File: src/rtl/http_request_line_detector_macros.svh
// assertion macros shared by the rtl
`ifndef HTTP_REQUEST_LINE_DETECTOR_MACROS_SVH
`define HTTP_REQUEST_LINE_DETECTOR_MACROS_SVH

// same-cycle implication
`define HRLD_ASSERT_IMP(label, clk_sig, rst_sig, ante, cons) \
    label: assert property (@(posedge clk_sig) disable iff (!rst_sig) (ante) |-> (cons)) \
        else $error("hrld assertion failed");

// next-cycle implication
`define HRLD_ASSERT_NXT(label, clk_sig, rst_sig, ante, cons) \
    label: assert property (@(posedge clk_sig) disable iff (!rst_sig) (ante) |=> (cons)) \
        else $error("hrld assertion failed");

`endif

File: src/rtl/hrld_pkg.sv
package hrld_pkg;

    localparam int METHOD_COUNT = 9;
    localparam int METHOD_MAX   = 7;

    localparam int FRONT_DEPTH  = 4;
    localparam int FRONT_PTR_W  = $clog2(FRONT_DEPTH);
    localparam int FRONT_CNT_W  = $clog2(FRONT_DEPTH + 1);

    localparam int RES_DEPTH    = 2;
    localparam int RES_PTR_W    = $clog2(RES_DEPTH);
    localparam int RES_CNT_W    = $clog2(RES_DEPTH + 1);

    localparam logic [7:0] CH_NUL   = 8'h00;
    localparam logic [7:0] CH_SPACE = 8'h20;
    localparam logic [7:0] CH_TAB   = 8'h09;
    localparam logic [7:0] CH_CR    = 8'h0D;
    localparam logic [7:0] CH_SLASH = 8'h2F;
    localparam logic [7:0] CH_DOT   = 8'h2E;
    localparam logic [7:0] CH_MINUS = 8'h2D;
    localparam logic [7:0] CH_PLUS  = 8'h2B;
    localparam logic [7:0] CH_ZERO  = 8'h30;
    localparam logic [7:0] CH_NINE  = 8'h39;
    localparam logic [7:0] CH_H     = 8'h48;
    localparam logic [7:0] CH_T     = 8'h54;
    localparam logic [7:0] CH_P     = 8'h50;

    // names left aligned, padded to the longest name
    localparam logic [8*METHOD_MAX-1:0] METHOD_NAMES [METHOD_COUNT] = '{
        "GET    ", "POST   ", "PUT    ", "DELETE ", "PATCH  ",
        "HEAD   ", "CONNECT", "TRACE  ", "OPTIONS"
    };
    localparam logic [2:0] METHOD_LENS [METHOD_COUNT] = '{
        3'd3, 3'd4, 3'd3, 3'd6, 3'd5, 3'd4, 3'd7, 3'd5, 3'd7
    };

    typedef enum logic [3:0] {
        PH_LEAD,
        PH_METHOD,
        PH_SLASH_WS,
        PH_D_WS,
        PH_D_T1,
        PH_D_T2,
        PH_D_P,
        PH_D_SL,
        PH_MAJ_WS,
        PH_MAJ_SIGN,
        PH_MAJ_DIG,
        PH_MIN_WS,
        PH_MIN_SIGN,
        PH_MIN_DIG,
        PH_DONE,
        PH_FAIL
    } phase_t;

    typedef enum logic [2:0] {
        PT_OFF,
        PT_WS,
        PT_TOKEN,
        PT_GAP,
        PT_T1,
        PT_T2,
        PT_P,
        PT_SL
    } path_t;

    typedef struct packed {
        logic [7:0] data;
        logic       last;
        logic       ws;
        logic       dig;
    } item_t;

    function automatic logic [7:0] method_char(input int idx, input logic [2:0] pos);
        int sel;
        sel = (METHOD_MAX - 1) - int'(pos);
        if (sel < 0)
        begin
            sel = 0;
        end
        return METHOD_NAMES[idx][8*sel +: 8];
    endfunction

endpackage

File: src/rtl/http_request_line_detector.sv
// http request line detector
// input channel: push with data_byte and last_byte, one byte of a message per
// transaction, refused while full is high. last_byte marks the final byte.
// result channel: one transaction per message, is_request valid while empty is
// low, taken with pop. is_request is 1 when the message opens with a request
// line (method, slash, optional path, HTTP/major.minor, major >= 1, minor >= 0).
// throughput: one byte per cycle while the result queue has room, set by the
// single-step byte parser. a byte waits in the 4-entry byte queue, and the parser
// writes the result queue at the edge that takes the byte from the queue head.
// a stalled receiver fills the 2-entry result queue; the parser then holds and
// the byte queue fills, raising full within four more bytes.
// reset: asynchronous, active low; clears both queues and the parser state,
// no clearing pass, the block takes bytes as soon as reset is released.
`include "http_request_line_detector_macros.svh"

module http_request_line_detector (
    input  logic       clk,
    input  logic       rst_n,
    input  logic       push,
    output logic       full,
    input  logic [7:0] data_byte,
    input  logic       last_byte,
    output logic       empty,
    input  logic       pop,
    output logic       is_request
);
    import hrld_pkg::*;

    logic                 item_valid;
    item_t                item;
    logic                 item_ready;
    logic                 res_push;
    logic                 res_value;
    logic                 res_full;
    logic                 res_pop;

    logic                 res_q_reg [RES_DEPTH];
    logic [RES_PTR_W-1:0] res_wr_reg, res_wr_next;
    logic [RES_PTR_W-1:0] res_rd_reg, res_rd_next;
    logic [RES_CNT_W-1:0] res_cnt_reg, res_cnt_next;

    hrld_front u_front (
        .clk        (clk),
        .rst_n      (rst_n),
        .push       (push),
        .full       (full),
        .data_byte  (data_byte),
        .last_byte  (last_byte),
        .item_valid (item_valid),
        .item       (item),
        .item_ready (item_ready)
    );

    hrld_back u_back (
        .clk        (clk),
        .rst_n      (rst_n),
        .item_valid (item_valid),
        .item       (item),
        .item_ready (item_ready),
        .res_push   (res_push),
        .res_value  (res_value),
        .res_full   (res_full)
    );

    // result queue
    assign empty      = (res_cnt_reg == '0);
    assign res_full   = (res_cnt_reg == RES_CNT_W'(RES_DEPTH));
    assign res_pop    = pop && !empty;
    assign is_request = res_q_reg[res_rd_reg];

    always_comb
    begin
        res_wr_next  = res_wr_reg;
        res_rd_next  = res_rd_reg;
        res_cnt_next = res_cnt_reg;
        if (res_push)
        begin
            res_wr_next = res_wr_reg + 1'b1;
        end
        if (res_pop)
        begin
            res_rd_next = res_rd_reg + 1'b1;
        end
        if (res_push && !res_pop)
        begin
            res_cnt_next = res_cnt_reg + 1'b1;
        end
        else if (res_pop && !res_push)
        begin
            res_cnt_next = res_cnt_reg - 1'b1;
        end
    end

    always_ff @(posedge clk or negedge rst_n)
    begin
        if (!rst_n)
        begin
            res_wr_reg  <= '0;
            res_rd_reg  <= '0;
            res_cnt_reg <= '0;
        end
        else
        begin
            res_wr_reg  <= res_wr_next;
            res_rd_reg  <= res_rd_next;
            res_cnt_reg <= res_cnt_next;
        end
    end

    always_ff @(posedge clk)
    begin
        if (res_push)
        begin
            res_q_reg[res_wr_reg] <= res_value;
        end
    end

    `HRLD_ASSERT_IMP(a_top_no_overflow, clk, rst_n, res_push, !res_full)
    `HRLD_ASSERT_NXT(a_top_result_lands, clk, rst_n, res_push && !res_pop, !empty)

endmodule

File: src/rtl/hrld_front.sv
`include "http_request_line_detector_macros.svh"

module hrld_front (
    input  logic           clk,
    input  logic           rst_n,
    input  logic           push,
    output logic           full,
    input  logic [7:0]     data_byte,
    input  logic           last_byte,
    output logic           item_valid,
    output hrld_pkg::item_t item,
    input  logic           item_ready
);
    import hrld_pkg::*;

    item_t                  q_reg [FRONT_DEPTH];
    logic [FRONT_PTR_W-1:0] wr_ptr_reg, wr_ptr_next;
    logic [FRONT_PTR_W-1:0] rd_ptr_reg, rd_ptr_next;
    logic [FRONT_CNT_W-1:0] count_reg, count_next;
    item_t                  in_item;
    logic                   push_ok;
    logic                   pop_ok;

    // classify the incoming byte
    always_comb
    begin
        in_item.data = data_byte;
        in_item.last = last_byte;
        in_item.ws   = (data_byte == CH_SPACE) ||
                       ((data_byte >= CH_TAB) && (data_byte <= CH_CR));
        in_item.dig  = (data_byte >= CH_ZERO) && (data_byte <= CH_NINE);
    end

    assign full       = (count_reg == FRONT_CNT_W'(FRONT_DEPTH));
    assign item_valid = (count_reg != '0);
    assign item       = q_reg[rd_ptr_reg];
    assign push_ok    = push && !full;
    assign pop_ok     = item_valid && item_ready;

    always_comb
    begin
        wr_ptr_next = wr_ptr_reg;
        rd_ptr_next = rd_ptr_reg;
        count_next  = count_reg;
        if (push_ok)
        begin
            wr_ptr_next = wr_ptr_reg + 1'b1;
        end
        if (pop_ok)
        begin
            rd_ptr_next = rd_ptr_reg + 1'b1;
        end
        if (push_ok && !pop_ok)
        begin
            count_next = count_reg + 1'b1;
        end
        else if (pop_ok && !push_ok)
        begin
            count_next = count_reg - 1'b1;
        end
    end

    always_ff @(posedge clk or negedge rst_n)
    begin
        if (!rst_n)
        begin
            wr_ptr_reg <= '0;
            rd_ptr_reg <= '0;
            count_reg  <= '0;
        end
        else
        begin
            wr_ptr_reg <= wr_ptr_next;
            rd_ptr_reg <= rd_ptr_next;
            count_reg  <= count_next;
        end
    end

    always_ff @(posedge clk)
    begin
        if (push_ok)
        begin
            q_reg[wr_ptr_reg] <= in_item;
        end
    end

    `HRLD_ASSERT_NXT(a_front_count_up, clk, rst_n, push_ok && !pop_ok, count_reg == $past(count_reg) + 1'b1)
    `HRLD_ASSERT_NXT(a_front_count_down, clk, rst_n, pop_ok && !push_ok, count_reg == $past(count_reg) - 1'b1)
    `HRLD_ASSERT_IMP(a_front_bound, clk, rst_n, 1'b1, count_reg <= FRONT_CNT_W'(FRONT_DEPTH))

endmodule

File: src/rtl/hrld_back.sv
`include "http_request_line_detector_macros.svh"

module hrld_back (
    input  logic            clk,
    input  logic            rst_n,
    input  logic            item_valid,
    input  hrld_pkg::item_t item,
    output logic            item_ready,
    output logic            res_push,
    output logic            res_value,
    input  logic            res_full
);
    import hrld_pkg::*;

    phase_t                  phase_reg, phase_next;
    path_t                   path_reg, path_next;
    logic [METHOD_COUNT-1:0] cand_reg, cand_next;
    logic [2:0]              pos_reg, pos_next;
    logic                    maj_neg_reg, maj_neg_next;
    logic                    maj_nz_reg, maj_nz_next;
    logic                    min_neg_reg, min_neg_next;
    logic                    min_nz_reg, min_nz_next;
    logic                    verdict_reg, verdict_next;
    logic                    ended_reg, ended_next;

    logic                    take;
    logic [7:0]              c;
    logic                    ws;
    logic                    dig;
    logic                    nonzero_dig;
    logic                    handover;
    logic                    do_method;
    logic                    method_ok;
    logic [METHOD_COUNT-1:0] cand_take;
    logic [2:0]              pos_take;
    logic                    clear_ver;
    phase_t                  np;
    path_t                   nb;

    assign item_ready  = !res_full;
    assign take        = item_valid && item_ready;
    assign c           = item.data;
    assign ws          = item.ws;
    assign dig         = item.dig;
    assign nonzero_dig = dig && (c != CH_ZERO);

    // method name matching, one byte a step
    always_comb
    begin
        method_ok = 1'b0;
        cand_take = cand_reg;
        pos_take  = pos_reg;
        for (int i = 0; i < METHOD_COUNT; i++)
        begin
            if (cand_reg[i] && (METHOD_LENS[i] == pos_reg))
            begin
                method_ok = 1'b1;
            end
            if ((METHOD_LENS[i] <= pos_reg) || (method_char(i, pos_reg) != c))
            begin
                cand_take[i] = 1'b0;
            end
        end
        if (pos_reg >= 3'(METHOD_MAX))
        begin
            cand_take = '0;
        end
        else
        begin
            pos_take = pos_reg + 1'b1;
        end
    end

    always_comb
    begin
        phase_next   = phase_reg;
        path_next    = path_reg;
        cand_next    = cand_reg;
        pos_next     = pos_reg;
        maj_neg_next = maj_neg_reg;
        maj_nz_next  = maj_nz_reg;
        min_neg_next = min_neg_reg;
        min_nz_next  = min_nz_reg;
        verdict_next = verdict_reg;
        ended_next   = ended_reg;
        handover     = 1'b0;
        do_method    = 1'b0;
        clear_ver    = 1'b0;
        np           = phase_reg;
        nb           = path_reg;
        res_push     = 1'b0;
        res_value    = 1'b0;

        // path form tracker
        case (path_reg)
            PT_WS:    if (!ws) nb = PT_TOKEN;
            PT_TOKEN: if (ws) nb = PT_GAP;
            PT_GAP:   if (!ws) nb = (c == CH_H) ? PT_T1 : PT_OFF;
            PT_T1:    nb = (c == CH_T) ? PT_T2 : PT_OFF;
            PT_T2:    nb = (c == CH_T) ? PT_P : PT_OFF;
            PT_P:     nb = (c == CH_P) ? PT_SL : PT_OFF;
            PT_SL:
            begin
                handover = (c == CH_SLASH);
                nb       = PT_OFF;
            end
            default:  nb = PT_OFF;
        endcase

        // main tracker
        case (phase_reg)
            PH_LEAD:
            begin
                if (!ws)
                begin
                    np        = PH_METHOD;
                    do_method = 1'b1;
                end
            end
            PH_METHOD:
            begin
                if (ws)
                begin
                    np = method_ok ? PH_SLASH_WS : PH_FAIL;
                end
                else
                begin
                    do_method = 1'b1;
                end
            end
            PH_SLASH_WS:
            begin
                if (c == CH_SLASH)
                begin
                    np = PH_D_WS;
                    nb = PT_WS;
                end
                else if (!ws)
                begin
                    np = PH_FAIL;
                end
            end
            PH_D_WS:
            begin
                if (c == CH_H)
                begin
                    np = PH_D_T1;
                end
                else if (!ws)
                begin
                    np = PH_FAIL;
                end
            end
            PH_D_T1: np = (c == CH_T) ? PH_D_T2 : PH_FAIL;
            PH_D_T2: np = (c == CH_T) ? PH_D_P : PH_FAIL;
            PH_D_P:  np = (c == CH_P) ? PH_D_SL : PH_FAIL;
            PH_D_SL:
            begin
                if (c == CH_SLASH)
                begin
                    np        = PH_MAJ_WS;
                    clear_ver = 1'b1;
                end
                else
                begin
                    np = PH_FAIL;
                end
            end
            PH_MAJ_WS:
            begin
                if (c == CH_MINUS)
                begin
                    np           = PH_MAJ_SIGN;
                    maj_neg_next = 1'b1;
                end
                else if (c == CH_PLUS)
                begin
                    np = PH_MAJ_SIGN;
                end
                else if (dig)
                begin
                    np          = PH_MAJ_DIG;
                    maj_nz_next = maj_nz_reg || nonzero_dig;
                end
                else if (!ws)
                begin
                    np = PH_FAIL;
                end
            end
            PH_MAJ_SIGN:
            begin
                if (dig)
                begin
                    np          = PH_MAJ_DIG;
                    maj_nz_next = maj_nz_reg || nonzero_dig;
                end
                else
                begin
                    np = PH_FAIL;
                end
            end
            PH_MAJ_DIG:
            begin
                if (dig)
                begin
                    maj_nz_next = maj_nz_reg || nonzero_dig;
                end
                else
                begin
                    np = (c == CH_DOT) ? PH_MIN_WS : PH_FAIL;
                end
            end
            PH_MIN_WS:
            begin
                if (c == CH_MINUS)
                begin
                    np           = PH_MIN_SIGN;
                    min_neg_next = 1'b1;
                end
                else if (c == CH_PLUS)
                begin
                    np = PH_MIN_SIGN;
                end
                else if (dig)
                begin
                    np           = PH_MIN_DIG;
                    verdict_next = 1'b1;
                    min_nz_next  = min_nz_reg || nonzero_dig;
                end
                else if (!ws)
                begin
                    np = PH_FAIL;
                end
            end
            PH_MIN_SIGN:
            begin
                if (dig)
                begin
                    np           = PH_MIN_DIG;
                    verdict_next = 1'b1;
                    min_nz_next  = min_nz_reg || nonzero_dig;
                end
                else
                begin
                    np = PH_FAIL;
                end
            end
            PH_MIN_DIG:
            begin
                if (dig)
                begin
                    min_nz_next = min_nz_reg || nonzero_dig;
                end
                else
                begin
                    np = PH_DONE;
                end
            end
            PH_DONE: np = PH_DONE;
            default: np = PH_FAIL;
        endcase

        if (do_method)
        begin
            cand_next = cand_take;
            pos_next  = pos_take;
        end
        if (verdict_next)
        begin
            nb = PT_OFF;
        end
        // path form takes over when the direct form fails
        if (handover && (np == PH_FAIL))
        begin
            np        = PH_MAJ_WS;
            clear_ver = 1'b1;
        end
        if (clear_ver)
        begin
            maj_neg_next = 1'b0;
            maj_nz_next  = 1'b0;
            min_neg_next = 1'b0;
            min_nz_next  = 1'b0;
        end
        phase_next = np;
        path_next  = nb;

        // a zero byte ends the text, nothing moves after it
        if (ended_reg || (c == CH_NUL) || !take)
        begin
            phase_next   = phase_reg;
            path_next    = path_reg;
            cand_next    = cand_reg;
            pos_next     = pos_reg;
            maj_neg_next = maj_neg_reg;
            maj_nz_next  = maj_nz_reg;
            min_neg_next = min_neg_reg;
            min_nz_next  = min_nz_reg;
            verdict_next = verdict_reg;
            ended_next   = ended_reg || (take && (c == CH_NUL));
        end

        if (take && item.last)
        begin
            res_push     = 1'b1;
            res_value    = verdict_next && maj_nz_next && !maj_neg_next &&
                           !(min_neg_next && min_nz_next);
            phase_next   = PH_LEAD;
            path_next    = PT_OFF;
            cand_next    = '1;
            pos_next     = '0;
            maj_neg_next = 1'b0;
            maj_nz_next  = 1'b0;
            min_neg_next = 1'b0;
            min_nz_next  = 1'b0;
            verdict_next = 1'b0;
            ended_next   = 1'b0;
        end
    end

    always_ff @(posedge clk or negedge rst_n)
    begin
        if (!rst_n)
        begin
            phase_reg   <= PH_LEAD;
            path_reg    <= PT_OFF;
            cand_reg    <= '1;
            pos_reg     <= '0;
            maj_neg_reg <= 1'b0;
            maj_nz_reg  <= 1'b0;
            min_neg_reg <= 1'b0;
            min_nz_reg  <= 1'b0;
            verdict_reg <= 1'b0;
            ended_reg   <= 1'b0;
        end
        else
        begin
            phase_reg   <= phase_next;
            path_reg    <= path_next;
            cand_reg    <= cand_next;
            pos_reg     <= pos_next;
            maj_neg_reg <= maj_neg_next;
            maj_nz_reg  <= maj_nz_next;
            min_neg_reg <= min_neg_next;
            min_nz_reg  <= min_nz_next;
            verdict_reg <= verdict_next;
            ended_reg   <= ended_next;
        end
    end

    `HRLD_ASSERT_NXT(a_back_msg_reset, clk, rst_n, take && item.last, (pos_reg == '0) && !verdict_reg && (phase_reg == PH_LEAD))
    `HRLD_ASSERT_IMP(a_back_path_off, clk, rst_n, verdict_reg, path_reg == PT_OFF)
    `HRLD_ASSERT_IMP(a_back_verdict_phase, clk, rst_n, verdict_reg, (phase_reg == PH_MIN_DIG) || (phase_reg == PH_DONE))

endmodule

File: config.mk
export PLATFORM = sky130hd
export DESIGN_NAME = http_request_line_detector
export DESIGN_NICKNAME = d
export VERILOG_FILES = /design/src/rtl/hrld_pkg.sv /design/src/rtl/http_request_line_detector.sv /design/src/rtl/hrld_front.sv /design/src/rtl/hrld_back.sv
export VERILOG_INCLUDE_DIRS = /design/src /design/src/rtl
export SDC_FILE = /design/constraint.sdc
export NUM_CORES = 1
export LEC_CHECK = 0
export BUFFER_PORTS_ARGS = -buffer_cell sky130_fd_sc_hd__buf_2
export CAP_MARGIN = 15
export CORE_AREA = 2 2 113 115
export CTS_BUF_LIST = sky130_fd_sc_hd__clkbuf_8
export DETAILED_ROUTE_END_ITERATION = 16
export DIE_AREA = 0 0 115 117
export PLACE_DENSITY = 0.69
export SYNTH_ARGS = -nofsm -noshare
export SYNTH_HDL_FRONTEND = slang
export SYNTH_SLANG_ARGS = --single-unit
File: constraint.sdc
create_clock -name clk -period 3.6 [get_ports clk]
set_clock_uncertainty 0.05 [all_clocks]
set_input_delay 0.18 -clock clk [delete_from_list [all_inputs] [get_ports clk]]
set_output_delay 0.18 -clock clk [all_outputs]
set_load 0.005 [all_outputs]
## Yosys cells after proc, flatten, opt, wreduce, memory -nomap -nowiden

Memories as Yosys holds them, arrays and structs flattened.
Cells that the tools add are included.

| operators by class | value |
|---|---|
| add/subtract/negate cells | 10 |
| shift-type cells | 9 |
| $lt $le $gt $ge | 11 |
| multiplexer cells | 113 |
| equality and inequality tests | 49 |
| reduce and logical (&&, ||, !) cells | 80 |

Operators with widths:

| kind | count |
|---|---|
| $shiftx 56x32->8 const A | 9 |
| $mux 4 | 20 |
| $ne 8x8->1 | 9 |
| $mux 3 | 21 |
| $pmux 4 s15 | 1 |
| $mux 1 | 59 |
| $eq 8x6->1 const B | 5 |
| $mux 9 | 4 |
| $eq 4x4->1 const B | 8 |
| $reduce_and 3->1 | 10 |
| $reduce_bool 3->1 | 10 |
| $mux 29 | 1 |
| $logic_and 1x1->1 | 26 |
| $eq 8x7->1 const B | 3 |
| $pmux 3 s6 | 1 |
| $eq 4x3->1 const B | 4 |
| $eq 3x3->1 const B | 5 |
| $logic_or 1x1->1 | 15 |
| $eq 3x3->1 const A | 4 |
| $le 3x3->1 const A | 4 |
| $logic_not 1->1 | 9 |
| $eq 4x2->1 const B | 2 |
| $ge 8x4->1 const B | 1 |
| $ge 8x6->1 const B | 1 |
| 25 further kinds | 40 |

| storage, ports and cells | value |
|---|---|
| memories kept | 2 |
| memory bits (writable) | 46 |
| logic and storage cells | 298 |
| output and inout port bits | 3 |
| input port bits | 13 |
| register bits | 36 |

Memory list:

| memory | depth | bits a word | read ports | clocked after memory_dff | wr ports | RTL line | source |
|---|---|---|---|---|---|---|---|
| u_front.q_reg | 4 | 11 | 1 | 0 | 1 | hrld_front.sv:16 | `item_t q_reg [FRONT_DEPTH];` |
| res_q_reg | 2 | 1 | 1 | 0 | 1 | http_request_line_detector.sv:37 | `logic res_q_reg [RES_DEPTH];` |

## Longest topological paths before layout

| logic depth | value |
|---|---|
| depth after elaboration | 23 |
| gate-level depth with buffers | 15 |
| mapped depth without buffers | 12 |

## Hierarchy

From an unflattened synthesis, not the netlist that was laid out.

| second synthesis, totals | value |
|---|---|
| cells, all modules | 558 |
| area, all modules | 5549.1 µm² |

Modules (own cells, without submodules):

| module | seq. area each (µm²) | times used | area each (µm²) | cells an instance |
|---|---|---|---|---|
| hrld_back | 636.9 | 1 | 3171.8 | 437 |
| hrld_front | 1496.4 | 1 | 2118.3 | 102 |
| http_request_line_detector | 160.2 | 1 | 259.0 | 19 |

## Worst setup path before layout

Ideal clock, no wire load.

| timing | value |
|---|---|
| path kind | reg-to-reg |
| from | reg u_back.pos_reg[0] |
| to | reg u_back.cand_reg[7] |
| buffers on the path | 2 |
| required time | 3.488 ns |
| arrival time | 3.020 ns |
| period minus slack after synthesis | 3.132 ns |
| cell stages (with the launch flop) | 14 |
| path slack | 0.468 ns |
| path through | dfrtp_1 -> clkbuf_1 -> inv_1 -> ha_1 -> clkbuf_1 -> a31oi_1 -> inv_1 -> nor3_1 -> a21oi_1 -> xnor2_1 -> nand4_1 -> a2111oi_0 -> o21ai_0 -> nand2_1 |

| on the way | value |
|---|---|
| word-level cells in the longest chain between the ends | 8 |
| elaborated cells on any way between the ends | 14 |
| classes of those cells | add/sub (1); order compare (3); eq/ne (1); shift (1); mux (5); reduce/logical (3) |

RTL lines:

| element | RTL line | source |
|---|---|---|
| from (decl) | hrld_back.sv:18 | `logic [2:0] pos_reg, pos_next;` |
| from (signal assigned) | hrld_back.sv:341 | `pos_reg <= pos_next;` |
| $sub 3x3->4 | hrld_pkg.sv:76 | `sel = (METHOD_MAX - 1) - int'(pos);` |
| $lt 4x1->1 | hrld_pkg.sv:77 | `if (sel < 0)` |
| $mux 29 | hrld_pkg.sv:77 |  |
| $shiftx 56x32->8 | hrld_pkg.sv:81 | `return METHOD_NAMES[idx][8*sel +: 8];` |
| $ne 8x8->1 | hrld_back.sv:59 | `if ((METHOD_LENS[i] <= pos_reg) \|\| (method_char(i, pos_reg) != c))` |
| $logic_or 1x1->1 | hrld_back.sv:59 |  |
| $reduce_bool 3->1 (no line) | - |  |
| $reduce_and 3->1 (no line) | - |  |
| to (signal assigned) | hrld_back.sv:340 | `cand_reg <= cand_next;` |
| to (decl) | hrld_back.sv:17 | `logic [METHOD_COUNT-1:0] cand_reg, cand_next;` |

Parallel ways exist; a longest one is shown, timed or not. The select of a mux whose other input is x is not followed.
A chain may end at the register's enable or synchronous reset.

## Final worst setup path

| timing | value |
|---|---|
| from | reg u_front.rd_ptr_reg[0] |
| to | mem res_q_reg[1] (data pin) |

| on the way | value |
|---|---|
| word-level cells in the longest chain between the ends | 15 |
| elaborated cells on any way between the ends | 75 |
| classes of those cells | eq/ne (9); mux (51); reduce/logical (14); memory (1) |

RTL lines:

| element | RTL line | source |
|---|---|---|
| from (decl) | hrld_front.sv:18 | `logic [FRONT_PTR_W-1:0] rd_ptr_reg, rd_ptr_next;` |
| from (signal assigned) | hrld_front.sv:74 | `rd_ptr_reg <= rd_ptr_next;` |
| $mem_v2 4x11 (*) | - |  |
| $mux 4 | - |  |
| $mux 4, on equally long branches | hrld_back.sv:224, hrld_back.sv:180 |  |
| $mux 4, on equally long branches | hrld_back.sv:220, hrld_back.sv:176 |  |
| $mux 4, on equally long branches | hrld_back.sv:215, hrld_back.sv:171 |  |
| $pmux 4 s15 | hrld_back.sv:111 | `case (phase_reg)` |
| $eq 4x4->1 | hrld_back.sv:273 | `if (handover && (np == PH_FAIL))` |
| $logic_and 1x1->1 | hrld_back.sv:273 |  |
| $mux 1 | hrld_back.sv:273 |  |
| $mux 1 | hrld_back.sv:278 | `if (clear_ver)` |
| $mux 1 | hrld_back.sv:289 | `if (ended_reg \|\| (c == CH_NUL) \|\| !take)` |
| $logic_and 1x1->1 (tied with other cells) | hrld_back.sv:306 | `res_value = verdict_next && maj_nz_next && !maj_neg_next &&` |
| $logic_and 1x1->1 / $logic_not 1->1 (equally long branches) | hrld_back.sv:306, hrld_back.sv:307 |  |
| $logic_and 1x1->1 | hrld_back.sv:306 |  |
| $mux 1 (*) | hrld_back.sv:303 | `if (take && item.last)` |
| named net res_value | http_request_line_detector.sv:33 | `logic res_value;` |
| to (decl) | http_request_line_detector.sv:37 |  |

The timed path passes the listed nets; every way through them passes the cells marked *.

==> flow_metrics.tcl <==
set metrics [dict create \
    fin_crit_sh 0.927 \
    timing_hold_violations_final 0 \
    yosys_register_bits 82 \
    cap_viol_max_count 0 \
    fp.dieH_um 117 \
    timing.critical_path.arrival_ns 3.35 \
    cts_num_sinks 82 \
    post_synth_num_cell_types 70 \
    fp.dieW_um 115 \
    synth_fp_nets 575 \
    p_leak_nw 2.22 \
    max_freq_mhz 300 \
    setup-violations-final 0 \
    timing_worst_slew_pin_value_ns 0.837 \
    synth.yosys.warnings 0 \
    classification_of_the_worst_setup_path "reg -> reg" \
    clock_tree.buffer_depth 2 \
    synth_top_area_cell "sky130_fd_sc_hd__edfxtp_1" \
    vias 4311 \
    final.min_clock_period_ns 3.34 \
    rsz0062_at_grt "false" \
    cp_buf_inv_count 0 \
    synth.top_cells.by_count "sky130_fd_sc_hd__edfxtp_1 (46), sky130_fd_sc_hd__nand2_1 (44), sky130_fd_sc_hd__nor2_1 (42)" \
    slew_violations 0 \
    comb_power_share 0.613 \
    power.switching_fraction 0.473 \
    top_cell_type_s_share_of_synthesized_area 0.258 \
    drive_above_1_share 0.156 \
    final.setup.worst_slack_ns 0.263 \
    cts.repair_timing.setup_buffer_count 0 \
    grt_remaining_overflow 0 \
    cpLargestDelayFamily "simple AND/OR/NAND/NOR gates" \
    pin_count 16 \
    ys_dominant_reg_cell "sky130_fd_sc_hd__edfxtp_1" \
    status "finished, final reports clean" \
    route.final.wire_length_mm 12.9 \
    yosys.cell_count.top_type "sky130_fd_sc_hd__edfxtp_1" \
    p_seq_frac 0.268 \
    critical_path.max_stage_delay_ns 0.61 \
    antenna-diode-count 0 \
    firstDrtPassIters 5 \
    fp.dieArea_sq_um 13500 \
    grt_max_degree 37 \
    clockPowerShare 0.119 \
    antenna_found_initial 0 \
    avgRoutedWirePerCell_um 18.0 \
    crit_chain "mux4_2 -> or4b_4 -> nor3_4 -> mux2i_1 -> nand4_1 -> nand3_2 -> nor4_4 -> a21oi_1" \
    clockRootBuffer "sky130_fd_sc_hd__clkbuf_8" \
    worst_setup_path_start_kind "flip-flop" \
    power-per-cell-area_nw_per_um2 969 \
    finalSetupTns_ns 0 \
    synth_area_leaders "sky130_fd_sc_hd__edfxtp_1 (26%), sky130_fd_sc_hd__dfrtp_1 (13%), sky130_fd_sc_hd__dfstp_2 (4.4%), sky130_fd_sc_hd__xnor2_1 (3.8%), sky130_fd_sc_hd__ha_1 (3.5%)" \
    std_cell_rows 41 \
    placeableCoreArea_sq_um 12300 \
    routed_via_density 6.03 \
    route.antenna.remaining_nets 0 \
    initial_core_utilization 0.434 \
    synth_enable_flop_cells 46 \
    clock_insertion_delay_worst_skew_ns 0.35 \
    grt_pass1_vias 4114 \
    p_int_w 0.00299 \
    grtUsageTotal 0.201 \
    htree_levels 3 \
    clkTransAtPathRegs_ns 0.09 \
    detailedRoute.firstIterationViolations 323 \
    layout.filler_cells 1125 \
    worst-endpoint-required_ns 3.62 \
    per_instance_average_area_after_synthesis_sq_um 9.80 \
    first_pass_grt_wire_length_mm 21.3 \
    sequential_element_share_of_the_synthesized_area 0.429 \
    syn-instance-count 546 \
    power.ir.vdd_worst_mv 0.451 \
    number_of_remaining_drc_errors 0 \
    largest_reg_flops 44 \
    syn-cell-area_sq_um 5350 \
    crit_path_max_fanout 9 \
    cts_tree "built" \
    relSlewSlack 0.442 \
    worstSetupEndpointType "flip-flop" \
    syn2layout_area_growth_pct 9.64 \
    netSwitchingPower_w 0.00269 \
    critPathSlowestCell "sky130_fd_sc_hd__mux4_2" \
    design.final.nets 589 \
    setup_slack_after_placement_ns 0.110 \
    ys_async_sr_fraction 0.439 \
    hold_class "in -> reg" \
    port_buffers 15 \
    place_congestion 0.963 \
    numCtsBuffers 9 \
    dp_hpwl_mm 9.08 \
]
## layer usage
metal / share of wire / global-route usage / vias up
met5: 0 / 0 / -
met4: 0.014 / 0.0522 / 0
met3: 0.070 / 0.0407 / 18
met2: 0.49 / 0.331 / 176
met1: 0.42 / 0.275 / 2057
li1: - / - / 2060
## cells in the final DEF (no fill, tap or decap), drive strengths merged, types with 3 or more instances in the layout
cell	n
clkbuf	9
dfrtp	27
mux2i	4
edfxtp	46
xnor2	23
buf	42
nand4	5
o22ai	10
o31ai	11
nand3	25
o21ai	39
xor2	15
mux2	4
and2	8
or3	4
mux4	11
a211oi	4
dfstp	9
nor2b	7
a32oi	4
nand2b	5
ha	15
a21oi	28
o211ai	3
nor4	10
a2111oi	4
a31oi	11
nor3b	5
nor3	17
o32a	3
nor2	42
and3	8
inv	21
nand2	44
## power by group through the flow
stage / registers [W] / clock network (W) / logic, W
after CTS: 0.00152 / 0.000690 / 0.00342
after floorplan: 0.00142 / 0 / 0.00262
after global placement: 0.00153 / 0 / 0.00335
after detailed placement: 0.00154 / 0 / 0.00341
after global routing: 0.00156 / 0.000736 / 0.00383
final: 0.00152 / 0.000676 / 0.00348
## cell type report
| class | instances | area (sq um) | share of cell area |
|---|---|---|---|
| multi-input combinational | 404 | 2810 | 0.479 |
| sequential | 82 | 2290 | 0.391 |
| timing repair buffer | 44 | 298 | 0.0508 |
| tap | 150 | 188 | 0.0320 |
| clock buffer | 9 | 124 | 0.0211 |
| clock inverter | 7 | 77.6 | 0.0132 |
| inverter | 19 | 71.3 | 0.0122 |
## what timing repair did
item	4_1_cts	5_1_grt
hold buffers	2	0
resized for setup	0	1
setup endpoints to repair	0	3
hold endpoints to repair	31	0
## path summary, 6_finish.rpt
| check | depth (start not counted) | startpoint | slack (ns) | end |
|---|---|---|---|---|
| min in group asynchronous | 2 | rst_n | 0.42 | u_back.path_reg[1]$_DFFE_PN0P_ |
| worst min register to register | 2 | u_back.cand_reg[4]$_DFFE_PN1P_ | 0.43 | u_back.cand_reg[4]$_DFFE_PN1P_ |
| worst max register to register | 8 | u_front.rd_ptr_reg[0]$_DFFE_PN0P_ | 0.26 | res_q_reg[1]$_DFFE_PP_ |
| max in group asynchronous | 2 | rst_n | 2.50 | u_front.rd_ptr_reg[0]$_DFFE_PN0P_ |
| worst min-delay path | 1 | data_byte[5] | 0.02 | u_front.q_reg[2][8]$_DFFE_PP_ |
| worst max-delay path | 8 | u_front.rd_ptr_reg[0]$_DFFE_PN0P_ | 0.26 | res_q_reg[1]$_DFFE_PP_ |
## logic make-up (layout without fill, tap and decap cells)
kind of cell	Yosys count	in the layout	synth area share
DFF	82	82	0.429
AOI/OAI and AO/OA	138	138	0.167
adders and majority gates	16	16	0.0388
buffers and inverters	60	79	0.0456
xor gates and xnor gates	38	38	0.0622
muxes	19	19	0.0657
and+or+nand+nor	193	193	0.192
## per-stage QoR
stage	area [sq um]	total power (W)	hold WS, ns	utilization	cells
global placement	5640	0.00488	0.275	0.458	697
finish	5860	0.00568	0.0223	0.476	715
CTS	5860	0.00564	0.00956	0.476	715
global route	5860	0.00612	0.0157	0.476	715
detailed placement	5640	0.00495	0.287	0.458	697
floorplan	5350	0.00404	-0.166	-	546
## worst reg2reg max path, delay by kind of cell (launching register included)
kind            cells  cell delay (ns)
simple gates        5             1.57
mux                 2             0.73
flops               1             0.54
compound gates      1             0.17
Note: power is estimated with default switching activity, not from simulation.
